### src/rtl/core/ipv4_receive_header_check_macros.svh
// Assertion macros for the IPv4 receive header check.
`ifndef IPV4_RECEIVE_HEADER_CHECK_MACROS_SVH
`define IPV4_RECEIVE_HEADER_CHECK_MACROS_SVH

`ifndef SYNTHESIS

`define IPV4RX_ASSERT(label, prop, msg) \
	label: assert property (@(posedge clk) disable iff (!arst_n) prop) else $error(msg);

`define IPV4RX_NEVER(label, cond, msg) \
	label: assert property (@(posedge clk) disable iff (!arst_n) !(cond)) else $error(msg);

`else

`define IPV4RX_ASSERT(label, prop, msg)

`define IPV4RX_NEVER(label, cond, msg)

`endif

`endif

### src/rtl/core/ipv4rx_pkg.sv
package ipv4rx_pkg;

	localparam logic [15:0] MIN_HEADER_BYTES = 16'd20;
	localparam logic [31:0] BROADCAST_ADDR   = 32'hFFFF_FFFF;
	localparam logic [15:0] COUNT_MAX        = 16'hFFFF;
	localparam logic [3:0]  IP_VERSION       = 4'd4;

	localparam logic [15:0] IDX_VER_IHL = 16'd0;
	localparam logic [15:0] IDX_TLEN_HI = 16'd2;
	localparam logic [15:0] IDX_TLEN_LO = 16'd3;
	localparam logic [15:0] IDX_PROTO   = 16'd9;
	localparam logic [15:0] IDX_CSUM_HI = 16'd10;
	localparam logic [15:0] IDX_CSUM_LO = 16'd11;
	localparam logic [15:0] IDX_DST_0   = 16'd16;
	localparam logic [15:0] IDX_DST_1   = 16'd17;
	localparam logic [15:0] IDX_DST_2   = 16'd18;
	localparam logic [15:0] IDX_DST_3   = 16'd19;

	localparam logic [7:0] PROTO_ICMP = 8'd1;
	localparam logic [7:0] PROTO_TCP  = 8'd6;
	localparam logic [7:0] PROTO_UDP  = 8'd17;

	localparam int OUT_DATA_W = 40;

	typedef enum logic [3:0] {
		V_TCP       = 4'd0,
		V_UDP       = 4'd1,
		V_ICMP      = 4'd2,
		V_UNKNOWN   = 4'd3,
		V_SHORT     = 4'd4,
		V_BAD_HDR   = 4'd5,
		V_LENGTH    = 4'd6,
		V_NOT_OURS  = 4'd7,
		V_CHECKSUM  = 4'd8
	} verdict_t;

	typedef struct packed {
		logic [15:0] byte_count;
		logic [7:0]  ver_hl;
		logic [15:0] tot_len;
		logic [31:0] dest_address;
		logic [7:0]  protocol;
		logic [15:0] rx_checksum;
		logic [16:0] checksum_sum;
	} pkt_info_t;

	typedef struct packed {
		logic [5:0]  header_length;
		logic [15:0] payload_length;
		logic [7:0]  protocol;
		verdict_t    verdict;
	} result_t;

	function automatic logic [16:0] add_word(input logic [16:0] sum, input logic [15:0] word);
		logic [17:0] s;
		logic [16:0] r;
		s = {1'b0, sum} + {2'b00, word};
		if (s > 18'h0FFFF) begin
			r = {1'b0, s[15:0]} + 17'd1;
		end else begin
			r = s[16:0];
		end
		return r;
	endfunction

endpackage

### src/rtl/core/ipv4rx_hdr_track.sv
module ipv4rx_hdr_track
	import ipv4rx_pkg::*;
(
	input  logic        clk,
	input  logic        arst_n,
	input  logic        en,
	input  logic [7:0]  data_byte,
	input  logic        last_byte,
	output pkt_info_t   info
);

	logic [15:0] count_q;
	logic [7:0]  ver_ihl_q;
	logic [15:0] tlen_q;
	logic [31:0] dst_q;
	logic [7:0]  proto_q;
	logic [15:0] rcsum_q;
	logic [16:0] sum_q;
	logic [7:0]  hold_q;

	logic [7:0]  ver_ihl_n;
	logic [15:0] tlen_n;
	logic [31:0] dst_n;
	logic [7:0]  proto_n;
	logic [15:0] rcsum_n;
	logic [16:0] sum_n;
	logic [7:0]  hold_n;
	logic [15:0] count_n;
	logic [15:0] hdr_bytes;
	logic [7:0]  csum_byte;

	always_comb begin
		ver_ihl_n = (count_q == IDX_VER_IHL) ? data_byte : ver_ihl_q;
		hdr_bytes = {10'd0, ver_ihl_n[3:0], 2'b00};
		tlen_n    = tlen_q;
		dst_n     = dst_q;
		proto_n   = proto_q;
		rcsum_n   = rcsum_q;
		case (count_q) inside
			IDX_TLEN_HI: tlen_n = {data_byte, tlen_q[7:0]};
			IDX_TLEN_LO: tlen_n = {tlen_q[15:8], data_byte};
			IDX_PROTO:   proto_n = data_byte;
			IDX_CSUM_HI: rcsum_n = {data_byte, rcsum_q[7:0]};
			IDX_CSUM_LO: rcsum_n = {rcsum_q[15:8], data_byte};
			IDX_DST_0, IDX_DST_1, IDX_DST_2, IDX_DST_3: dst_n = {dst_q[23:0], data_byte};
			default: ;
		endcase

		// checksum field counts as zero
		csum_byte = (count_q == IDX_CSUM_HI || count_q == IDX_CSUM_LO) ? 8'd0 : data_byte;
		hold_n    = hold_q;
		sum_n     = sum_q;
		if (count_q < hdr_bytes) begin
			if (!count_q[0]) begin
				hold_n = csum_byte;
			end else begin
				sum_n = add_word(sum_q, {hold_q, csum_byte});
			end
		end

		count_n = (count_q != COUNT_MAX) ? count_q + 16'd1 : count_q;
	end

	assign info = '{
		byte_count:   count_n,
		ver_hl:       ver_ihl_n,
		tot_len:      tlen_n,
		dest_address: dst_n,
		protocol:     proto_n,
		rx_checksum:  rcsum_n,
		checksum_sum: sum_n
	};

	always_ff @(posedge clk or negedge arst_n) begin
		if (!arst_n) begin
			count_q   <= '0;
			ver_ihl_q <= '0;
			tlen_q    <= '0;
			dst_q     <= '0;
			proto_q   <= '0;
			rcsum_q   <= '0;
			sum_q     <= '0;
			hold_q    <= '0;
		end else if (en) begin
			if (last_byte) begin
				count_q   <= '0;
				ver_ihl_q <= '0;
				tlen_q    <= '0;
				dst_q     <= '0;
				proto_q   <= '0;
				rcsum_q   <= '0;
				sum_q     <= '0;
				hold_q    <= '0;
			end else begin
				count_q   <= count_n;
				ver_ihl_q <= ver_ihl_n;
				tlen_q    <= tlen_n;
				dst_q     <= dst_n;
				proto_q   <= proto_n;
				rcsum_q   <= rcsum_n;
				sum_q     <= sum_n;
				hold_q    <= hold_n;
			end
		end
	end

endmodule

### src/rtl/core/ipv4rx_verdict.sv
module ipv4rx_verdict
	import ipv4rx_pkg::*;
(
	input  pkt_info_t   info,
	input  logic [31:0] local_address,
	output result_t     result
);

	logic [15:0] hdr_bytes;
	logic [15:0] calc_csum;
	verdict_t    verdict;
	logic [15:0] payload;

	always_comb begin
		hdr_bytes = {10'd0, info.ver_hl[3:0], 2'b00};
		calc_csum = ~info.checksum_sum[15:0];
		payload   = '0;
		if (info.byte_count < MIN_HEADER_BYTES) begin
			verdict = V_SHORT;
		end else if (info.ver_hl[7:4] != IP_VERSION || hdr_bytes < MIN_HEADER_BYTES
				|| info.byte_count < hdr_bytes) begin
			verdict = V_BAD_HDR;
		end else if (info.tot_len > info.byte_count) begin
			verdict = V_LENGTH;
		end else if (info.dest_address != local_address
				&& info.dest_address != BROADCAST_ADDR) begin
			verdict = V_NOT_OURS;
		end else if (info.rx_checksum != calc_csum) begin
			verdict = V_CHECKSUM;
		end else begin
			unique case (info.protocol)
				PROTO_TCP:  verdict = V_TCP;
				PROTO_UDP:  verdict = V_UDP;
				PROTO_ICMP: verdict = V_ICMP;
				default:    verdict = V_UNKNOWN;
			endcase
			payload = (info.tot_len >= hdr_bytes) ? info.tot_len - hdr_bytes : 16'd0;
		end
	end

	assign result = '{
		header_length:  hdr_bytes[5:0],
		payload_length: payload,
		protocol:       info.protocol,
		verdict:        verdict
	};

endmodule

### src/rtl/core/ipv4_receive_header_check.sv
// channel   | dir | handshake          | contents
// ----------+-----+--------------------+-------------------------------------------
// s_*       | in  | s_tvalid/s_tready  | tdata[7:0] data_byte, tlast last_byte
// m_*       | out | m_tvalid/m_tready  | tdata verdict, protocol, payload_length, hdr len
// cfg_*     | in  | cfg_we             | cfg_wdata local_address
//
// One byte per cycle unless a finished result waits on m_tready. A byte is registered
// at the input; header capture, checksum add and verdict then feed the result register.
// m_tvalid rises when the last byte leaves the input register for the result register.
// A waiting result stalls only a last byte; other bytes keep flowing.
// arst_n clears packet state, local_address and both handshake registers.
`include "ipv4_receive_header_check_macros.svh"

module ipv4_receive_header_check
	import ipv4rx_pkg::*;
(
	input  logic                  clk,
	input  logic                  arst_n,
	input  logic                  cfg_we,
	input  logic [31:0]           cfg_wdata,  // local_address
	input  logic                  s_tvalid,
	output logic                  s_tready,
	input  logic [7:0]            s_tdata,    // [7:0] data_byte
	input  logic                  s_tlast,
	output logic                  m_tvalid,
	input  logic                  m_tready,
	output logic [OUT_DATA_W-1:0] m_tdata     // [3:0] verdict, [11:4] protocol,
	                                          // [27:12] payload_length, [33:28] header_length
);

	logic [31:0] local_addr_q;
	logic        valid_s1;
	logic [7:0]  data_s1;
	logic        last_s1;
	logic        out_valid_q;
	result_t     out_q;
	logic        advance;
	pkt_info_t   info;
	result_t     result;

	assign advance  = !last_s1 || !out_valid_q || m_tready;
	assign s_tready = !valid_s1 || advance;

	always_ff @(posedge clk or negedge arst_n) begin
		if (!arst_n) begin
			local_addr_q <= '0;
		end else if (cfg_we) begin
			local_addr_q <= cfg_wdata;
		end
	end

	always_ff @(posedge clk or negedge arst_n) begin
		if (!arst_n) begin
			valid_s1 <= 1'b0;
			last_s1  <= 1'b0;
		end else if (s_tready) begin
			valid_s1 <= s_tvalid;
			last_s1  <= s_tvalid && s_tlast;
		end
	end

	always_ff @(posedge clk) begin
		if (s_tready && s_tvalid) begin
			data_s1 <= s_tdata;
		end
	end

	ipv4rx_hdr_track u_track (
		.clk       (clk),
		.arst_n    (arst_n),
		.en        (valid_s1 && advance),
		.data_byte (data_s1),
		.last_byte (last_s1),
		.info      (info)
	);

	ipv4rx_verdict u_verdict (
		.info          (info),
		.local_address (local_addr_q),
		.result        (result)
	);

	always_ff @(posedge clk or negedge arst_n) begin
		if (!arst_n) begin
			out_valid_q <= 1'b0;
		end else if (valid_s1 && last_s1 && advance) begin
			out_valid_q <= 1'b1;
		end else if (m_tready) begin
			out_valid_q <= 1'b0;
		end
	end

	always_ff @(posedge clk) begin
		if (valid_s1 && last_s1 && advance) begin
			out_q <= result;
		end
	end

	assign m_tvalid = out_valid_q;
	assign m_tdata  = {{(OUT_DATA_W - $bits(result_t)){1'b0}}, out_q};

	`IPV4RX_ASSERT(a_result_follows_last, valid_s1 && last_s1 && advance |=> m_tvalid, "last word produced no result")
	`IPV4RX_NEVER(a_verdict_range, m_tvalid && m_tdata[3:0] > V_CHECKSUM, "verdict out of range")
	`IPV4RX_ASSERT(a_reject_no_payload, m_tvalid && m_tdata[3:0] >= V_SHORT |-> m_tdata[27:12] == 16'd0, "payload length on rejected packet")
	`IPV4RX_NEVER(a_hdr_len_align, m_tvalid && m_tdata[29:28] != 2'b00, "header length not a multiple of four")

endmodule

### config.mk
export PLATFORM = sky130hd
export DESIGN_NAME = ipv4_receive_header_check
export DESIGN_NICKNAME = d
export VERILOG_FILES = /design/src/rtl/core/ipv4rx_pkg.sv /design/src/rtl/core/ipv4rx_hdr_track.sv /design/src/rtl/core/ipv4rx_verdict.sv /design/src/rtl/core/ipv4_receive_header_check.sv
export VERILOG_INCLUDE_DIRS = /design/src /design/src/rtl/core
export SDC_FILE = /design/constraint.sdc
export NUM_CORES = 1
export LEC_CHECK = 0
export ABC_CLOCK_PERIOD_IN_PS = 6000
export BUFFER_PORTS_ARGS = -buffer_cell sky130_fd_sc_hd__buf_4
export CAP_MARGIN = 20
export CORE_ASPECT_RATIO = 1.4
export CORE_MARGIN = 4
export CORE_UTILIZATION = 54
export CTS_CLUSTER_SIZE = 10
export DETAILED_ROUTE_END_ITERATION = 8
export PLACE_DENSITY_LB_ADDON = 0.1
export SLEW_MARGIN = 40
export SYNTH_ARGS = -nofsm -noshare
export SYNTH_HDL_FRONTEND = slang
export SYNTH_SLANG_ARGS = --single-unit
### constraint.sdc
create_clock -name clk -period 6 [get_ports clk]
set_clock_uncertainty 0.05 [all_clocks]
set_input_delay 0.3 -clock clk [delete_from_list [all_inputs] [get_ports clk]]
set_output_delay 0.3 -clock clk [all_outputs]
set_load 0.005 [all_outputs]
==> impl_results.md, run 1 <==
* PnR worst setup slack at 228 ps
* Post-DP HPWL at 26800 um
* Max-slew violations at 0
* Final Cycle Share at just under 100%
* Final hold slack at 15.5 ps
* Share of cells above drive strength 1 at 17.0%
* Total of max-cap violations at 0
* Synth area leader: dfrtp_1
* TritonCTS Buffers at 17
* FFs w/ async S/R, synth at 79.6%
* Final Non-Filler Cells at about 1700
* Detail Route Antenna Nets at 0
* Top FF cell, synth: dfrtp_1
* Total track usage at 29.6%
* Slowest stage delay, CP at 600 ps
* CORE AREA at about 23000 um^2
* Crit path arrival time at 6020 ps
* Row count at 65
* Number of DRC markers in iteration 0 at 836
* WL final at 37400 um
* Initial Utilization at 55.2%
* Final instance area at about 14000 um^2
* Utilization after layout at between 60% and 70%
* Netlist cell types at between 80 and 90
* Max Clock Freq at 173 MHz
* Chip height at 188 um
* Placed insts at 1681
* Register bit total from synthesis at 196
* Mapped Area at approximately 13000 um^2
* H-tree depth at 4
* Post-synth EDFFs at 40
* First drt pass iteration count at 5
* CTS tree: built
* Vias per inst at 6.13
* Ys Warns at 0
* Fin. Hold Viols at 0
* Crit Path Category: flop to flop
* Crit-path slowest cell: or4_4
* Global-route wire length before repair at a little under 60000 um
* Worst Tran Pin Value at roughly 830 ps
* Static Leak at about 6.3 nW
* Crit. End Element: flop
* Post-Syn Instances at 1330
* Post-synthesis sequential area ratio at between 40% and 50%
* Die area at 25700 um^2
* Final #Nets at 1503
* Area post-placement at 13500 um^2
* Largest net degree at the start of global routing at 88
* Die X at 137 um
* Gpl congestion at 0.960
* CP Cell Sequence: nor4_4, and4_1, nand2_2, buf_6, nand2_1, inv_1, ha_1, a21oi_1, maj3_1, o211a_1, or4_4, mux2i_4, nand3_2, nor4b_2, xnor2_1, xnor2_1, or4_4, a2111o_2, nor2_2
* CP Max Fanout at 12
* Total gr overflow at 0
* Pwr dens at 411 nW/um^2
* Period minus WS final at roughly 5800 ps
* Most frequent cell after synthesis: dfrtp_1
* Setup tns final at 0 ps
* Sinks on Clock Net at 196
* Mean post-synth cell area at 9.41 um^2
* Hold Crit Class: input pin to flop
* Ports at 88
* Clk buf depth at 2
* Tot Pwr at roughly 5.9 mW
* Initial antenna violation count at 0
* Critical Path Source Type: flop
* Via count at 10600
* Input/output buffers at 79
* Clk root buf: clkbuf_16
* Post-route DRC at 0
* Worst vdd ir at 0.279 mV
* Synth top area share at between 30% and 40%
* Clk_lat worst skew at 450 ps
* Synth cell count leaders: dfrtp_1 (156), nand2_1 (153), o21ai_0 (134)
* Area delta synth->final at 14.8%
* Slew margin rel. at 43.8%
* Worst path bufs/invs at 2
* Top Family by Delay on Critical Path: simple AND/OR/NAND/NOR gates
* Status: finished, final reports clean
* Clk pin slew, worst setup/hold paths at 70 ps
* Setup violators final at 0
* Vias in the first global route at 10600
* WP data required at around 6300 ps
* Ranking of synthesized cells by area: dfrtp_1 (31%), edfxtp_1 (9.6%), mux2i_1 (5.9%)
* Place WS at -100 ps
* Ant diodes at 0
* Wirelength per Cell at around 22 um
[path summary, 6_finish.rpt]
path	from	end	slack (ps)	depth (start not counted)
min	cfg_wdata[16]	local_addr_q[16]	20	3
min reg2reg	u_track.tlen_q[11]	u_track.tlen_q[11]	430	2
max reg2reg	u_track.count_q[9]	m_tdata[13]	230	19
min in group asynchronous	arst_n	local_addr_q[8]	430	2
max in group asynchronous	arst_n	u_track.count_q[0]	4310	3
max	u_track.count_q[9]	m_tdata[13]	230	19
[worst reg2reg max path, stage by stage (launching register included)]
cell      delay [ps]
dfrtp_1          500
nor4_4           350
and4_1           310
nand2_2          100
buf_6            160
nand2_1          150
inv_1             70
ha_1             290
a21oi_1           90
maj3_1           380
o211a_1          220
or4_4            580
mux2i_4          290
nand3_2          160
nor4b_2          320
xnor2_1          200
xnor2_1          100
or4_4            600
a2111o_2         570
nor2_2           150
[routing by layer]
metal | vias to the layer above | track usage, % | routed length [um]
met2 | 338 | 50.8 | 19100
met3 | 71 | 3.84 | 1610
li1 | 4923 | - | -
met1 | 5254 | 37.2 | 15200
met4 | 0 | 12.4 | 1510
met5 | - | 0 | 0
[flip-flops by register name, indices dropped and copies added, names as in the netlist]
name               flops
local_addr_q          32
m_tdata               32
u_track.dst_q         32
u_track.sum_q         17
u_track.count_q       16
u_track.rcsum_q       16
u_track.tlen_q        16
data_s1                8
u_track.hold_q         8
u_track.proto_q        8
u_track.ver_ihl_q      8
last_s1                1
m_tvalid               1
valid_s1               1
[cell families (layout without fill, tap and decap cells)]
kind of cell               after synthesis  count (layout)  synth area share, %
AOI/OAI and AO/OA                      333             334                 17.2
xor gates and xnor gates               116             116                 8.18
adders and majority gates               47              47                 4.76
buffers and inverters                  140             228                 4.75
DFF                                    196             196                 40.8
muxes                                  107             107                 8.98
other                                    1               8               0.0300
and+or+nand+nor                        390             390                 15.3
[cells in the final DEF, fill, tap and decap left out, types with 5 or more instances in the layout]
master	n
o21ai_1	7
a22oi_1	33
o21a_1	7
or2_2	7
nor4_1	9
conb_1	8
nor2_2	6
o21bai_1	5
dlygate4sd3_1	10
nand2_1	151
a22o_1	18
a21o_1	9
o31ai_1	7
mux2i_1	74
nand4_1	25
and2_1	11
a21oi_1	42
nand3_1	35
nor3_1	18
inv_1	54
nor2b_1	8
clkbuf_16	17
nand2b_1	14
edfxtp_1	40
a31oi_1	5
ha_1	42
dfrtp_1	155
xnor2_1	56
and3_1	13
o21ai_0	133
buf_4	128
xor2_1	56
nor2_1	61
a32o_1	6
a211oi_1	6
mux2_2	32
[area by class of cell]
cell class | instances | area [um^2]
multi-input combinational | 1002 | 6990
sequential | 196 | 5110
clock buffer | 18 | 429
timing repair buffer | 142 | 1110
inverter | 54 | 203
fill | 1895 | 8320
clock inverter | 14 | 154
tap | 301 | 377
[timing repair]
item,CTS,global route
pin swaps,2,7
gates resized for setup,7,17
hold buffers,10,0
gates cloned,1,0
endpoints found under the setup margin,16,19
setup buffers,2,1
hold endpoints to repair,95,0
[power by group]
part / switching (mW) / internal (mW)
Sequential: 0.296 / 1.61
Clock: 0.539 / 0.620
Combinational: 1.65 / 1.20
Total: 2.48 / 3.43
No activity file was read; power rests on OpenSTA's default activity.
==> run 2: changes to the inputs <==
Settings changed: BUFFER_PORTS_ARGS -buffer_cell sky130_fd_sc_hd__buf_4 to unset, DONT_BUFFER_PORTS set to 1.
==> impl_results.md, run 2 (synthesis results as in run 1) <==
* Switching share of power at between 40% and 50%
* Part of the power in registers at 32.0%
* PnR worst setup slack at around 210 ps
* Initial Utilization at 55.2%
* Die area at ~26000 um^2
* Number of DRC markers in iteration 0 at about 870
* Total gr overflow at 0
* Crit path arrival time at 6050 ps
* Final Cycle Share at 96.5%
* Clock share of power at 20.0%
* Register Area at 5110 um^2
* Filler cell count at ~1900
* Vias in the first global route at 10200
* CTS tree: built
* Ant diodes at 0
* R2R Setup Slk at roughly 210 ps
* Sinks on Clock Net at just under 200
* Slew margin rel. at a little under half
* Multi-input logic area at 7000 um^2
* Largest net degree at the start of global routing at 157
* Via count at about 10000
* H-tree depth at 4
* Period minus WS final at 5790 ps
* Fin. Hold Viols at 0
* Hold Crit Class: input pin to flop
* Share of cells above drive strength 1 at 12.3%
* Post-DP HPWL at roughly 26000 um
* Switching power at 2.46 mW
* Most frequent cells in the layout: dfrtp_1 (155), nand2_1 (151), o21ai_0 (133)
* Total track usage at around 29%
* Setup violators final at 0
* Crit-path slowest cell: or4_1
* Total of max-cap violations at 0
* Place WS at -108 ps
* Worst vdd ir at 0.325 mV
* WP data required at 6260 ps
* Crit Path Category: flop to flop
* Logic pwr share at 48.0%
* Clk buf depth at 2
* First drt pass iteration count at 5
* Detail Route Antenna Nets at 0
* CP Max Fanout at 8
* Worst Tran Pin Value at 791 ps
* CORE AREA at ~23000 um^2
* Final Non-Filler Cells at between 1500 and 2000
* Row count at 65
* Final hold slack at between 100 and 150 ps
* Critical Path Source Type: flop
* Unrepaired setup endpoints after global routing: no
* Tot Pwr at between 5 and 6 mW
* Final #Nets at 1464
* Chip height at 188 um
* Wirelength per Cell at roughly 22 um
* Die X at 137 um
* Clk_lat worst skew at 450 ps
* Vias per inst at 6.10
* Max-slew violations at 0
* Initial antenna violation count at 0
* WL final at 37100 um
* Global-route wire length before repair at roughly 58000 um
* Max Clock Freq at 173 MHz
* Status: finished, final reports clean
* Placed insts at 1607
* Post-route DRC at 0
* Utilization after layout at 62.7%
* Internal Pwr Total at 3.47 mW
* Crit. End Element: flop
* Input/output buffers at 0
* CP Cell Sequence: nor4_4, and4_2, nand2_4, nand2_1, inv_1, ha_1, a21oi_1, maj3_1, o211a_1, or4_1, mux2i_4, nand3_4, nor4b_4, xnor2_2, xnor2_1, or4_4, a2111o_2, nor2_2
* Most common cell after layout, fill and taps aside: dfrtp_1
* Pwr dens at 417 nW/um^2
* Clk pin slew, worst setup/hold paths at 70 ps
* Ports at 88
* TritonCTS Buffers at 17
* Slowest stage delay, CP at 670 ps
* Area delta synth->final at 13.6%
* Clk root buf: clkbuf_16
* Static Leak at 6.09 nW
* Gpl congestion at 0.928
[run 2: cell types whose count changed in the layout (fill, tap and decap cells not counted), moves of 3 or more]
cell           before  now
buf_4             128   54
dlygate4sd3_1      10   44
nor2_1             61   57
nor2_2              6    9
[run 2: path summary, 6_finish.rpt]
path                                          from                  end  depth (start not counted)
worst max-delay path            u_track.count_q[7]          m_tdata[21]                         18
worst min register to register   u_track.tlen_q[8]    u_track.tlen_q[8]                          2
worst min-delay path                      m_tready              last_s1                          3
max in group asynchronous                   arst_n  u_track.rcsum_q[14]                          3
min in group asynchronous                   arst_n     u_track.dst_q[3]                          2
worst max register to register  u_track.count_q[7]          m_tdata[21]                         18
[run 2: layer usage]
metal	share of wire (%)	track usage, %
met1	40	35.5
met2	50	48.7
met3	4.4	4.88
met4	5.0	15.1
met5	0	0
[run 2: critical path, delay by kind of cell (launching register included)]
| family | cells | cell delay, ps |
|---|---|---|
| simple gates | 9 | 2810 |
| compound gates | 3 | 960 |
| fa+ha+maj | 2 | 690 |
| flops | 1 | 450 |
| mux | 1 | 350 |
| xor+xnor | 2 | 260 |
| buf+inv | 1 | 70 |
[run 2: layout make-up]
type / instances / share of cell area (%)
flip-flops and latches: 196 / 35.9
repair buffers: 103 / 6.66
inverters: 54 / 1.43
clock inverters: 13 / 1.10
clock buffers: 19 / 3.04
multi-input cells: 1002 / 49.2
well taps: 301 / 2.65
[run 2: what timing repair did]
item,CTS,global route
setup endpoints to repair,16,19
gates resized for setup,1,29
hold endpoints to repair,198,0
cloned,0,1
buffers inserted,0,1
hold buffers,46,0
pin swaps,1,16
[run 2: through the flow]
stage | TNS [ps] | cell area (um^2)
after global routing | 0 | 14200
after floorplan | 0 | 12600
after detailed placement | -1030 | 13000
after CTS | 0 | 14100
final | 0 | 14200
after global placement | 0 | 13000
[run 2: power by group through the flow]
stage | clock network, mW | registers, mW | logic (mW)
final | 1.18 | 1.90 | 2.85
after global routing | 1.25 | 1.93 | 3.15
after CTS | 1.20 | 1.89 | 2.75
after detailed placement | 0 | 1.92 | 2.68
after global placement | 0 | 1.91 | 2.66
after floorplan | 0 | 1.79 | 2.04
==> run 3: changes to the inputs <==
Settings changed: ABC_CLOCK_PERIOD_IN_PS 6000 to 7200, BUFFER_PORTS_ARGS set to -buffer_cell sky130_fd_sc_hd__buf_4, DONT_BUFFER_PORTS 1 to unset.
Clock period 6 ns to 7.2 ns, I/O delays scaled along.
==> impl_results.md, run 3 (synthesis results as in run 1) <==
* PnR worst setup slack at 525 ps
* Final instance area at 13900 um^2
* Die X at about 140 um
* Total gr overflow at 0
* CP Cell Sequence: inv_1, ha_1, or2_2, nand2_1, and2_1, ha_1, inv_1, fa_1, o21bai_1, a311oi_1, o21ai_0, o21bai_1, a41oi_2, o221a_2, a211oi_4, nand3_1, a32o_1, nor4_1, a21oi_1, or4_1, a2111o_1, nor2_1
* Setup violators final at 0
* Chip height at 188 um
* R2R depth at 22
* Die area at 25700 um^2
* Row count at 65
* Number of DRC markers in iteration 0 at 941
* First drt pass iteration count at 5
* Clk_lat worst skew at 450 ps
* Clk pin slew, worst setup/hold paths at 70 ps
* Crit path arrival time at 6920 ps
* Ant diodes at 0
* Pwr dens at 344 nW/um^2
* Post-route DRC at 0
* H-tree depth at 4
* Crit Path Category: flop to flop
* Final #Nets at roughly 1500
* Area post-placement at 13300 um^2
* Final Cycle Share at 92.7%
* CP Max Fanout at 16
* WL final at 35400 um
* Post-DP HPWL at 25600 um
* Fin. Hold Viols at 0
* Slew margin rel. at 43.9%
* Place WS at 665 ps
* Initial antenna violation count at 0
* Period minus WS final at ~6700 ps
* Slowest stage delay, CP at 660 ps
* Total track usage at 28.4%
* Hold Crit Class: input pin to flop
* Crit. End Element: flop
* Area delta synth->final at 11.4%
* Most frequent cells in the layout: dfrtp_1 (156), nand2_1 (152), o21ai_0 (134)
* Vias in the first global route at 10300
* CORE AREA at 22700 um^2
* Input/output buffers at 79
* Clk buf depth at 2
* Wirelength per Cell at around 21 um
* Critical Path Source Type: flop
* Share of cells above drive strength 1 at 13.8%
* Clk root buf: clkbuf_16
* Crit-path slowest cell: a2111o_1
* Global-route wire length before repair at around 57000 um
* Detail Route Antenna Nets at 0
* Worst path bufs/invs at 2
* Status: finished, final reports clean
* Static Leak at 6.05 nW
* Vias per inst at roughly 6
* Final Non-Filler Cells at 1688
* Ports at 88
* Sinks on Clock Net at 196
* Max Clock Freq at around 150 MHz
* Most common cell after layout, fill and taps aside: dfrtp_1
* Post-CTS setup buffer count at 0
* Register Area at 5100 um^2
* Gpl congestion at 0.953
* PostCTS Resize Cnt at 0
* TritonCTS Buffers at 17
* Largest net degree at the start of global routing at 96
* WP data required at 7450 ps
* Filler cell count at 1973
* Initial Utilization at between 50% and 60%
* Total of max-cap violations at 0
* Number of cells on the critical path at 22
* Unrepaired setup endpoints after global routing: no
* Hold path cells at 1
* Worst vdd ir at 0.224 mV
* Top Family by Delay on Critical Path: compound AO/OA/AOI/OAI gates
* Worst Tran Pin Value at 841 ps
* Max-slew violations at 0
* Multi-input logic area at approximately 7000 um^2
* Placed insts at 1655
* Via count at 10300
* Setup tns final at 0 ps
* CTS tree: built
run 3: cell count changes in the layout (fill, tap and decap cells not counted), sizes merged:
cell	delta
buf	+44
bufinv	-2
dlygate4sd3	-43
a2111o	-1
clkinvlp	-1
inv	+3
clkbuf	+5
clkinv	-5
run 3: repair_timing:
action,4_1_cts,5_1_grt
hold endpoints to repair,94,0
hold buffers,1,0
setup endpoints to repair,0,0
run 3: report_power, final:
| part | switching, mW | internal (mW) | leakage, nW |
|---|---|---|---|
| sequential | 0.245 | 1.34 | 2.39 |
| combinational | 1.30 | 0.923 | 3.36 |
| clock | 0.445 | 0.552 | 0.299 |
| total | 1.99 | 2.81 | 6.05 |
run 3: path summary, 6_finish.rpt:
kind | from | endpoint | slack (ps)
max | u_track.count_q[0] | m_tdata[16] | 530
min | s_tdata[3] | data_s1[3] | 30
max reg2reg | u_track.count_q[0] | m_tdata[16] | 530
min reg2reg | u_track.proto_q[6] | u_track.proto_q[6] | 430
max in group asynchronous | arst_n | u_track.dst_q[5] | 5520
min in group asynchronous | arst_n | local_addr_q[0] | 490
run 3: worst register-to-register path, cell delays in order, from the launching register on:
cell and delay, ps:
dfrtp_1 500, inv_1 130, ha_1 280, or2_2 390, nand2_1 110, and2_1 150
ha_1 200, inv_1 70, fa_1 430, o21bai_1 200, a311oi_1 270, o21ai_0 130
o21bai_1 250, a41oi_2 210, o221a_2 380, a211oi_4 420, nand3_1 240, a32o_1 320
nor4_1 350, a21oi_1 110, or4_1 450, a2111o_1 660, nor2_1 210
run 3: per-stage QoR:
| step | util, % | total power, mW | hold WS, ps |
|---|---|---|---|
| global route | 61.5 | 5.15 | 20.7 |
| detailed placement | 58.7 | 3.80 | 399 |
| floorplan | - | 3.18 | 14.4 |
| finish | 61.5 | 4.80 | 30.6 |
| CTS | 61.5 | 4.80 | 18.0 |
| global placement | 58.7 | 3.76 | 411 |
run 3: layout make-up:
type                    count  area share [%]
multi-input cells        1001            49.2
inverters                  54            1.45
well taps                 301            2.70
clock buffers              24            3.76
flip-flops and latches    196            36.6
repair buffers            104            5.70
clock inverters             8           0.601
run 3: routing by layer:
layer  global-route usage (%)  part of all wire [%]  vias up
met4                     10.0                   3.3        0
met5                        0                     0        -
li1                         -                     -     4831
met1                     37.5                    42     5096
met3                     3.35                   4.4       72
met2                     48.0                    50      328
